$ cat config.mk
export PLATFORM = sky130hd
export DESIGN_NAME = sorted_set_engine
export DESIGN_NICKNAME = d
export VERILOG_FILES = /design/src/design/sse_pkg.sv /design/src/design/sse_cell.sv /design/src/design/sse_chain.sv /design/src/design/sorted_set_engine.sv
export SDC_FILE = /design/constraint.sdc
export NUM_CORES = 2
export LEC_CHECK = 0
export BUFFER_PORTS_ARGS = -buffer_cell sky130_fd_sc_hd__buf_4
export CAP_MARGIN = 15
export CORE_ASPECT_RATIO = 1.4
export CORE_UTILIZATION = 34
export DETAILED_ROUTE_END_ITERATION = 8
export PLACE_DENSITY = 0.59
export SYNTH_ARGS = -nofsm -noshare
export SYNTH_HDL_FRONTEND = slang
export SYNTH_SLANG_ARGS = --single-unit
$ cat constraint.sdc
create_clock -name i_clk -period 8.89 [get_ports i_clk]
set_input_delay 1.3335 -clock i_clk [delete_from_list [all_inputs] [get_ports i_clk]]
set_output_delay 1.3335 -clock i_clk [all_outputs]
set_load 0.005 [all_outputs]
$ cat src/design/sse_pkg.sv
// sse_pkg: shared sizes, operation and status codes and cell control types
// for the sorted set engine
// no dependencies
`default_nettype none

package sse_pkg;

    // store geometry
    localparam int CAPACITY   = 16;
    localparam int VALUE_BITS = 32;

    // fixed field widths at the ports
    localparam int MODE_W   = 2;
    localparam int VALUE_W  = 32;
    localparam int POS_W    = 5;
    localparam int STATUS_W = 2;
    localparam int COUNT_W  = 5;

    // internal widths
    localparam int IDX_W = (CAPACITY > 1) ? $clog2(CAPACITY) : 1;
    localparam int CNT_W = $clog2(CAPACITY + 1);
    localparam int CMP_W = (POS_W > CNT_W) ? POS_W : CNT_W;

    // stream data widths, whole bytes
    localparam int S_DATA_W = ((VALUE_W + POS_W + 7) / 8) * 8;
    localparam int M_DATA_W = ((VALUE_W + COUNT_W + 7) / 8) * 8;

    typedef enum logic [MODE_W-1:0] {
        OP_INSERT  = 2'd0,
        OP_DELETE  = 2'd1,
        OP_REVERSE = 2'd2,
        OP_READ    = 2'd3
    } t_op;

    typedef enum logic [STATUS_W-1:0] {
        ST_DONE   = 2'd0,
        ST_DUP    = 2'd1,
        ST_FULL   = 2'd2,
        ST_BADPOS = 2'd3
    } t_status;

    typedef logic signed [VALUE_BITS-1:0] t_value;

    // operands seen by every cell
    typedef struct packed {
        t_value           value;
        logic [CNT_W-1:0] count;
        logic [IDX_W-1:0] at;
    } t_cell_op;

    // write strobes to every cell
    typedef struct packed {
        logic ins;
        logic del;
    } t_cell_wr;

endpackage

`default_nettype wire

$ cat src/design/sse_cell.sv
// sse_cell: one slot of the sorted row, compares, shifts and passes on reads
// depends on sse_pkg
`default_nettype none

module sse_cell
    import sse_pkg::*;
(
    input  wire              i_clk,
    input  wire  [IDX_W-1:0] i_index,
    input  wire  t_cell_op   i_op,
    input  wire  t_cell_wr   i_wr,
    input  wire  t_value     i_left_entry,
    input  wire              i_left_ge,
    input  wire  t_value     i_right_entry,
    input  wire  t_value     i_acc,
    output t_value           o_entry,
    output logic             o_ge,
    output logic             o_eq,
    output t_value           o_acc
);

    t_value r_entry;
    t_value n_entry;
    logic   w_valid;
    logic   w_hit;

    assign w_valid = CNT_W'(i_index) < i_op.count;
    assign w_hit   = (i_index == i_op.at);

    // ge marks the insert slot and everything above it
    assign o_ge    = !w_valid || (r_entry >= i_op.value);
    assign o_eq    = w_valid && (r_entry == i_op.value);
    assign o_entry = r_entry;
    assign o_acc   = i_acc | (w_hit ? r_entry : '0);

    always_comb begin
        n_entry = r_entry;
        if (i_wr.ins) begin
            if (i_left_ge) begin
                n_entry = i_left_entry;
            end else if (o_ge) begin
                n_entry = i_op.value;
            end
        end else if (i_wr.del) begin
            if (i_index >= i_op.at) begin
                n_entry = i_right_entry;
            end
        end
    end

    always_ff @(posedge i_clk) begin
        r_entry <= n_entry;
    end

endmodule

`default_nettype wire

$ cat src/design/sse_chain.sv
// sse_chain: the row of slots with neighbour links and the read pass-along
// depends on sse_pkg and sse_cell
`default_nettype none

module sse_chain
    import sse_pkg::*;
(
    input  wire            i_clk,
    input  wire  t_cell_op i_op,
    input  wire  t_cell_wr i_wr,
    output logic           o_dup,
    output t_value         o_rd_value
);

    t_value             w_entry [CAPACITY];
    t_value             w_acc   [CAPACITY];
    logic [CAPACITY-1:0] w_ge;
    logic [CAPACITY-1:0] w_eq;

    for (genvar g = 0; g < CAPACITY; g++) begin : g_cell
        t_value w_left;
        t_value w_right;
        t_value w_acc_in;
        logic   w_left_ge;

        if (g == 0) begin : g_head
            assign w_left    = '0;
            assign w_left_ge = 1'b0;
            assign w_acc_in  = '0;
        end else begin : g_body
            assign w_left    = w_entry[g-1];
            assign w_left_ge = w_ge[g-1];
            assign w_acc_in  = w_acc[g-1];
        end

        if (g == CAPACITY - 1) begin : g_tail
            assign w_right = w_entry[g];
        end else begin : g_mid
            assign w_right = w_entry[g+1];
        end

        sse_cell u_cell (
            .i_clk         (i_clk),
            .i_index       (IDX_W'(g)),
            .i_op          (i_op),
            .i_wr          (i_wr),
            .i_left_entry  (w_left),
            .i_left_ge     (w_left_ge),
            .i_right_entry (w_right),
            .i_acc         (w_acc_in),
            .o_entry       (w_entry[g]),
            .o_ge          (w_ge[g]),
            .o_eq          (w_eq[g]),
            .o_acc         (w_acc[g])
        );
    end

    assign o_dup      = |w_eq;
    assign o_rd_value = w_acc[CAPACITY-1];

endmodule

`default_nettype wire

$ cat src/design/sorted_set_engine.sv
// sorted_set_engine: bounded sorted set of signed values held in a row of slots
// depends on sse_pkg and sse_chain (which holds the sse_cell row)
//
// usage
//   input channel s_axis_*: one operation per item. tuser carries the operation
//   (insert, delete at position, reverse order, read at position), tdata the
//   value to insert and the 1-based position.
//   output channel m_axis_*: exactly one result item per operation. tuser holds
//   the status (done, duplicate, full, bad position), tdata the value read or
//   deleted and the entry count after the operation.
//   the slots always hold the entries in ascending order; reverse only flips
//   the way positions are counted.
// timing
//   every operation completes in the cycle it is accepted: all slots compare
//   against the value at once and shift by one place together. the result is
//   registered in the output register, valid in the next cycle. throughput is
//   one item per cycle while m_axis_tready is high, set by the single output
//   register the next item may overwrite in the same cycle the result is taken.
// reset and stall
//   synchronous active-low reset empties the set, selects ascending order and
//   drops any pending result. while the receiver holds tready low, the result
//   stays put and s_axis_tready falls, so no item is accepted.
`default_nettype none

module sorted_set_engine
    import sse_pkg::*;
(
    input  wire                 i_clk,
    input  wire                 i_rst_n,
    input  wire                 s_axis_tvalid,
    output logic                s_axis_tready,
    input  wire  [S_DATA_W-1:0] s_axis_tdata,  // value[31:0], position[36:32], zero pad
    input  wire  [MODE_W-1:0]   s_axis_tuser,  // mode[1:0]
    output logic                m_axis_tvalid,
    input  wire                 m_axis_tready,
    output logic [M_DATA_W-1:0] m_axis_tdata,  // item_value[31:0], item_count[36:32], zero pad
    output logic [STATUS_W-1:0] m_axis_tuser   // status[1:0]
);

    // architectural state
    logic [CNT_W-1:0] r_count;
    logic [CNT_W-1:0] n_count;
    logic             r_desc;
    logic             n_desc;

    // output register
    logic               r_m_valid;
    t_status            r_status;
    t_status            n_status;
    logic [VALUE_W-1:0] r_item;
    logic [VALUE_W-1:0] n_item;
    logic [COUNT_W-1:0] r_item_count;

    // input fields
    t_op               w_mode;
    logic [VALUE_W-1:0] w_value_in;
    logic [POS_W-1:0]   w_pos;
    logic               w_accept;

    // position decode
    logic [CMP_W-1:0] w_pos_x;
    logic [CMP_W-1:0] w_count_x;
    logic [CMP_W-1:0] w_at_x;
    logic             w_pos_ok;
    logic             w_full;

    // row interface
    t_cell_op w_op;
    t_cell_wr w_wr;
    logic     w_dup;
    t_value   w_rd_value;

    assign w_mode     = t_op'(s_axis_tuser);
    assign w_value_in = s_axis_tdata[VALUE_W-1:0];
    assign w_pos      = s_axis_tdata[VALUE_W +: POS_W];

    // the output register frees up in the cycle its result is taken
    assign s_axis_tready = !r_m_valid || m_axis_tready;
    assign w_accept      = s_axis_tvalid && s_axis_tready;

    assign w_pos_x   = CMP_W'(w_pos);
    assign w_count_x = CMP_W'(r_count);
    assign w_pos_ok  = (w_pos_x != '0) && (w_pos_x <= w_count_x);
    // descending order counts positions from the top of the ascending store
    assign w_at_x    = r_desc ? (w_count_x - w_pos_x) : (w_pos_x - CMP_W'(1));
    assign w_full    = (r_count == CNT_W'(CAPACITY));

    assign w_op.value = VALUE_BITS'($signed(w_value_in));
    assign w_op.count = r_count;
    assign w_op.at    = w_at_x[IDX_W-1:0];

    // duplicates win over the full check, so a full set still reports them
    assign w_wr.ins = w_accept && (w_mode == OP_INSERT) && !w_dup && !w_full;
    assign w_wr.del = w_accept && (w_mode == OP_DELETE) && w_pos_ok;

    sse_chain u_chain (
        .i_clk      (i_clk),
        .i_op       (w_op),
        .i_wr       (w_wr),
        .o_dup      (w_dup),
        .o_rd_value (w_rd_value)
    );

    // result and next state for the item being accepted
    always_comb begin
        n_status = ST_DONE;
        n_item   = '0;
        n_count  = r_count;
        n_desc   = r_desc;
        unique case (w_mode)
            OP_INSERT: begin
                if (w_dup) begin
                    n_status = ST_DUP;
                end else if (w_full) begin
                    n_status = ST_FULL;
                end else begin
                    n_count = r_count + CNT_W'(1);
                end
            end
            OP_DELETE: begin
                if (w_pos_ok) begin
                    n_item  = VALUE_W'($signed(w_rd_value));
                    n_count = r_count - CNT_W'(1);
                end else begin
                    n_status = ST_BADPOS;
                end
            end
            OP_REVERSE: begin
                n_desc = !r_desc;
            end
            OP_READ: begin
                if (w_pos_ok) begin
                    n_item = VALUE_W'($signed(w_rd_value));
                end else begin
                    n_status = ST_BADPOS;
                end
            end
            default: begin
                n_status = ST_DONE;
            end
        endcase
    end

    always_ff @(posedge i_clk) begin
        if (!i_rst_n) begin
            r_count   <= '0;
            r_desc    <= 1'b0;
            r_m_valid <= 1'b0;
        end else begin
            if (w_accept) begin
                r_count   <= n_count;
                r_desc    <= n_desc;
                r_m_valid <= 1'b1;
            end else if (m_axis_tready) begin
                r_m_valid <= 1'b0;
            end
        end
    end

    // result payload, no reset needed
    always_ff @(posedge i_clk) begin
        if (w_accept) begin
            r_status     <= n_status;
            r_item       <= n_item;
            r_item_count <= COUNT_W'(n_count);
        end
    end

    assign m_axis_tvalid = r_m_valid;
    assign m_axis_tuser  = r_status;
    assign m_axis_tdata  = M_DATA_W'({r_item_count, r_item});

endmodule

`default_nettype wire

### Word-level counts from Yosys, hierarchy flattened

Cells that the tools add are included.

* word-level logic and storage cells: 343
* bits in registers: 558
* input bits: 46

* multiplexer cells: 103
* equality and inequality tests: 50
* reductions and logical operators: 101
* bitwise gates (word level): 15
* $add $sub $neg: 4
* magnitude comparators: 48

Operators with widths (number)
* $mux 32: 92
* $eq 32x32->1: 16
* $ge 32x32->1: 16
* $or 32x32->32: 15
* $reduce_and 3->1: 15
* $lt 4x5->1 const A: 8
* $ne 3x3->1 const B: 13
* $reduce_bool 2->1: 18
* $eq 4x4->1 const A: 8
* $ge 4x4->1 const A: 7
* $logic_and 1x1->1: 23
* $logic_not 1->1: 20
* $lt 3x5->1 const A: 4
* $logic_or 1x1->1: 17
* $eq 3x4->1 const A: 4
* $ge 3x4->1 const A: 4
* $reduce_or 16->1: 1
* $mux 5: 3
* $lt 1x5->1 const A: 2
* $lt 2x5->1 const A: 2
* $pmux 5 s2: 1
* $eq 2x4->1 const A: 2
* $ge 1x4->1 const A: 2
* $ge 2x4->1 const A: 2
* other kinds (20): 26

### Longest topological paths before layout

* depth after elaboration: 19
* depth in mapped cells: 15

### Hierarchy

From an unflattened synthesis, not the netlist that was laid out.

* cell total of the unflattened synthesis: 5454
* area total of the unflattened synthesis: 49366.1 µm²

By module, submodules not included
* sse_cell (u_chain.g_cell[0].u_cell ...): cells an instance 326, area each 2924.1 µm², instances 15
* sse_cell (u_chain.g_cell[9].u_cell): cells an instance 329, area each 2966.6 µm², instances 1
* sorted_set_engine: cells an instance 228, area each 2499.9 µm², instances 1
* sse_chain: cells an instance 7, area each 38.8 µm², instances 1

### Worst setup path after synthesis

OpenSTA, ideal clock, no wires.

* path type: in2reg
* start point: input port s_axis_tdata[7]
* end point: register u_chain.g_cell[0].u_cell.r_entry[0] (enable)
* library setup time: 0.466 ns
* setup slack: 2.180 ns
* required time: 8.424 ns
* stages: 13
* data arrival time: 6.245 ns
* path through: clkbuf_1 inv_1 ha_1 a21oi_1 o21ai_0 a211o_1 o32ai_1 mux2_2 nand3b_1 buf_2 buf_2 o21ai_0 o21ai_0

* longest elaborated chain between the ends: 8
* elaborated cells on any way between the ends: 42

Ends and longest elaborated chain
* start: declaration: line sorted_set_engine.sv:32 `input wire [S_DATA_W-1:0] s_axis_tdata,`
* parallel branches: the longest is 7 deep, another holds $ge 32x32->1
* $reduce_and 3->1 (no source line) (*)
* end signal: assignment: line sse_cell.sv:52 `r_entry <= n_entry;`
* end: declaration: line sse_cell.sv:22 `t_value r_entry;`

Mark *: on every way between the ends.
A chain may end at the register's enable or synchronous reset.

### Worst setup path in the final report

* start point: input port s_axis_tdata[31]
* end point: register u_chain.g_cell[5].u_cell.r_entry[13] (enable)

* longest elaborated chain between the ends: 8
* elaborated cells on any way between the ends: 44

Ends and longest elaborated chain (line)
* parallel branches: the longest is 7 deep, another holds $ge 32x32->1
* $reduce_and 3->1 (no source line) (*)
* end signal: assignment: sse_cell.sv:52
* end: declaration: sse_cell.sv:22

Marks and branches as above.

==> flow_metrics.tcl <==
set metrics [dict create \
    status "finished, final reports clean" \
    io_pins 90 \
    yosysTopAreaCellShare 0.377 \
    r2r-end "u_chain.g_cell[5].u_cell.o_entry[13]" \
    synthFlopType "edfxtp_1" \
    clkTransAtPathRegs_ns 0.06 \
    netlist_instances 4631 \
    min_period_over_period 0.740 \
    min_to "m_axis_tvalid" \
    p_per_area_nw_per_um2 164 \
    yosysUniqueCellTypes 86 \
    cp_slowest_stage_delay_ns 1.02 \
    post-cts-setup-buffers 0 \
    wl_per_cell_um 35.1 \
    cpLargestDelayFamily "simple AND/OR/NAND/NOR gates" \
    grt_pass1_vias 38700 \
    clock.fmax_mhz 152 \
    p_leak_nw 20.2 \
    cts.repair.resized 0 \
    drv_cap 0 \
    synth_top_area_cell "edfxtp_1" \
    cts_root_buf "clkbuf_16" \
    first_iter_violations 6248 \
    cts_max_level 3 \
    cp_cell_sequence "buf_4 -> inv_1 -> ha_1 -> nand2_1 -> nor3_2 -> nand4_1 -> nor4bb_1 -> mux2i_4 -> o21ai_0 -> o21ai_4 -> buf_4" \
    r2r_start "r_count[3]" \
    crit_buf_inv 3 \
    gp_congestion 1.07 \
    hold_path_depth 2 \
    synth.most_common_cell "a21oi_1" \
    crit_top_cell "buf_4" \
    insertion_delay_ns 0.70 \
    die_width_um 305 \
    max_slew_margin 0.152 \
    yosys-top-cells-area "edfxtp_1 (38%), ha_1 (15%), mux2i_1 (8.0%)" \
    startpoint_type "input pin" \
    async_reset_ff_frac 0 \
    drtAntennaViolNets 0 \
    cp_data_arrival_time_ns 6.88 \
    grt_overflow 0 \
    ir_drop_mv 0.151 \
    die-area_sq_um 130000 \
    core_area_sq_um 128000 \
    numPortBuffers 83 \
    hold_path_class "reg2reg" \
    ctsHoldBuffers 0 \
    drc_errors 0 \
    grt_pass1_wl_um 301000 \
    r2r_cells 11 \
    post-route-min-period_ns 6.57 \
    wl_um 220000 \
    dp_hpwl_um 148000 \
    netlist_area_sq_um 43800 \
    grt_max_degree 209 \
    cp.required_ns 9.20 \
    ys.warnings.count 0 \
    vias_per_cell 6.64 \
    tightestPinTransition_ns 1.27 \
    fin_nets 5137 \
    grt_usage 0.328 \
    crit_path_end_kind "register" \
    rows 155 \
    p_total_mw 7.95 \
    die_h_um 427 \
    clockBufferDepth 3 \
    start_util 0.344 \
    hp-start "m_axis_tvalid" \
    final_util 0.380 \
    drive_gt1_frac 0.0974 \
    syn2layout_area_growth_pct 10.7 \
    setup_tns_ns 0 \
    critical_path_class "in2reg" \
    antenna_found_initial 19 \
    rsz0062_at_grt "no" \
    slowest_stage "nor3_2" \
    yosysSeqAreaShare 0.381 \
    clock_skew_ns 0.0395 \
    worstPathMaxFanout 17 \
    cts_sinks 558 \
    cts_made_buffers 66 \
    dr.pass1.iters 8 \
    synth_edf_count 551 \
    syn_area_per_cell_sq_um 9.47 \
    nFillCells 12700 \
    cts_tree "done" \
    final_hold_viol_count 0 \
    vias 41600 \
    slew_violations 0 \
    setup_violations 0 \
    synth_commonest_cells "a21oi_1 (617), edfxtp_1 (551), ha_1 (525)" \
    ys_seq_elements 558 \
    rrSetupSlack_ns 2.71 \
]
## worst reg2reg max path: cells and delay by family (launching register included)
kind	cells	cell delay, ns
compound gates	3	1.93
flops	1	0.76
buf+inv	4	1.78
simple gates	3	0.81
fa+ha+maj	1	0.51
## worst max path at each step
stage / from / to / slack, ns / cells after the start
global placement: s_axis_tdata[11] / u_chain.g_cell[8].u_cell.o_entry[0] / 2.13 / 13
floorplan: s_axis_tdata[7] / u_chain.g_cell[0].u_cell.o_entry[0] / 2.18 / 13
detailed placement: s_axis_tdata[11] / u_chain.g_cell[8].u_cell.o_entry[0] / 2.08 / 13
finish: s_axis_tdata[31] / u_chain.g_cell[5].u_cell.o_entry[13] / 2.32 / 11
global route: s_axis_tdata[31] / u_chain.g_cell[5].u_cell.o_entry[8] / 2.47 / 11
CTS: s_axis_tdata[11] / u_chain.g_cell[8].u_cell.o_entry[8] / 2.78 / 13
## flip-flops by register name, summed over array words and instances (netlist names)
| name | count |
|---|---|
| r_item_count | 5 |
| r_count | 5 |
| r_desc | 1 |
| r_item | 32 |
| u_chain.g_cell.u_cell.o_entry | 512 |
| m_axis_tvalid | 1 |
| m_axis_tuser | 2 |
## placed cells by master, fill, tap and decap left out, types with 13 or more instances in the layout
master	Yosys	final
a31oi_1	47	45
a21o_1	59	58
clkinv_1	1	14
nor3_1	28	24
a211oi_1	39	39
edfxtp_1	551	551
a221oi_1	31	31
o211ai_1	22	22
a222oi_1	36	36
inv_1	75	74
nand3b_1	26	26
a21oi_1	617	615
nor2b_1	28	28
ha_1	525	524
mux2i_1	352	350
nor2_1	388	381
a21oi_2	36	37
o21ai_0	251	242
and3_1	29	28
nand4_1	127	127
nand2_1	496	490
o21ai_1	49	47
mux2_2	60	60
nor4_1	21	20
nand3_1	113	113
clkbuf_16	0	67
a21boi_0	14	14
a41oi_1	13	13
buf_4	17	180
a22oi_1	88	86
## final cells by class
class	count	area, sq um	area share
well taps	1648	2060	0.0425
clock inverters	34	399	0.00823
diodes	2	5.00	0.000103
clock buffers	80	1750	0.0360
flip-flops and latches	558	16700	0.344
multi-input cells	3671	25800	0.531
repair buffers	191	1550	0.0319
inverters	77	289	0.00596
## where the power goes
part           internal (mW)  switching [mW]
clock network           1.66            1.26
logic                  0.556            1.25
registers               3.06           0.178
## cells by family after synthesis
logic type                 share of synthesized area
adders and majority gates                      0.150
other                                      0.0000855
DFF                                            0.381
muxes                                         0.0961
xor gates and xnor gates                    0.000999
and+or+nand+nor                                0.136
AOI/OAI and AO/OA                              0.195
buffers and inverters                         0.0405
## through the flow
stage               hold slack [ns]  area [sq um]  setup slack, ns  cells
floorplan                     0.537         43800             2.18   4633
global placement              0.513         46300             2.13   6140
detailed placement            0.523         46300             2.08   6140
CTS                           0.530         48500             2.78   6254
global route                  0.566         48500             2.47   6259
finish                        0.528         48500             2.32   6261
## per-layer routing
layer,vias up,share of wire,global-route usage
met1,20000,0.34,0.368
met4,14,0.11,0.297
met3,1050,0.10,0.0776
met5,-,0.00043,0
li1,17500,-,-
met2,3053,0.44,0.519
(Power assumes the default switching activity.)
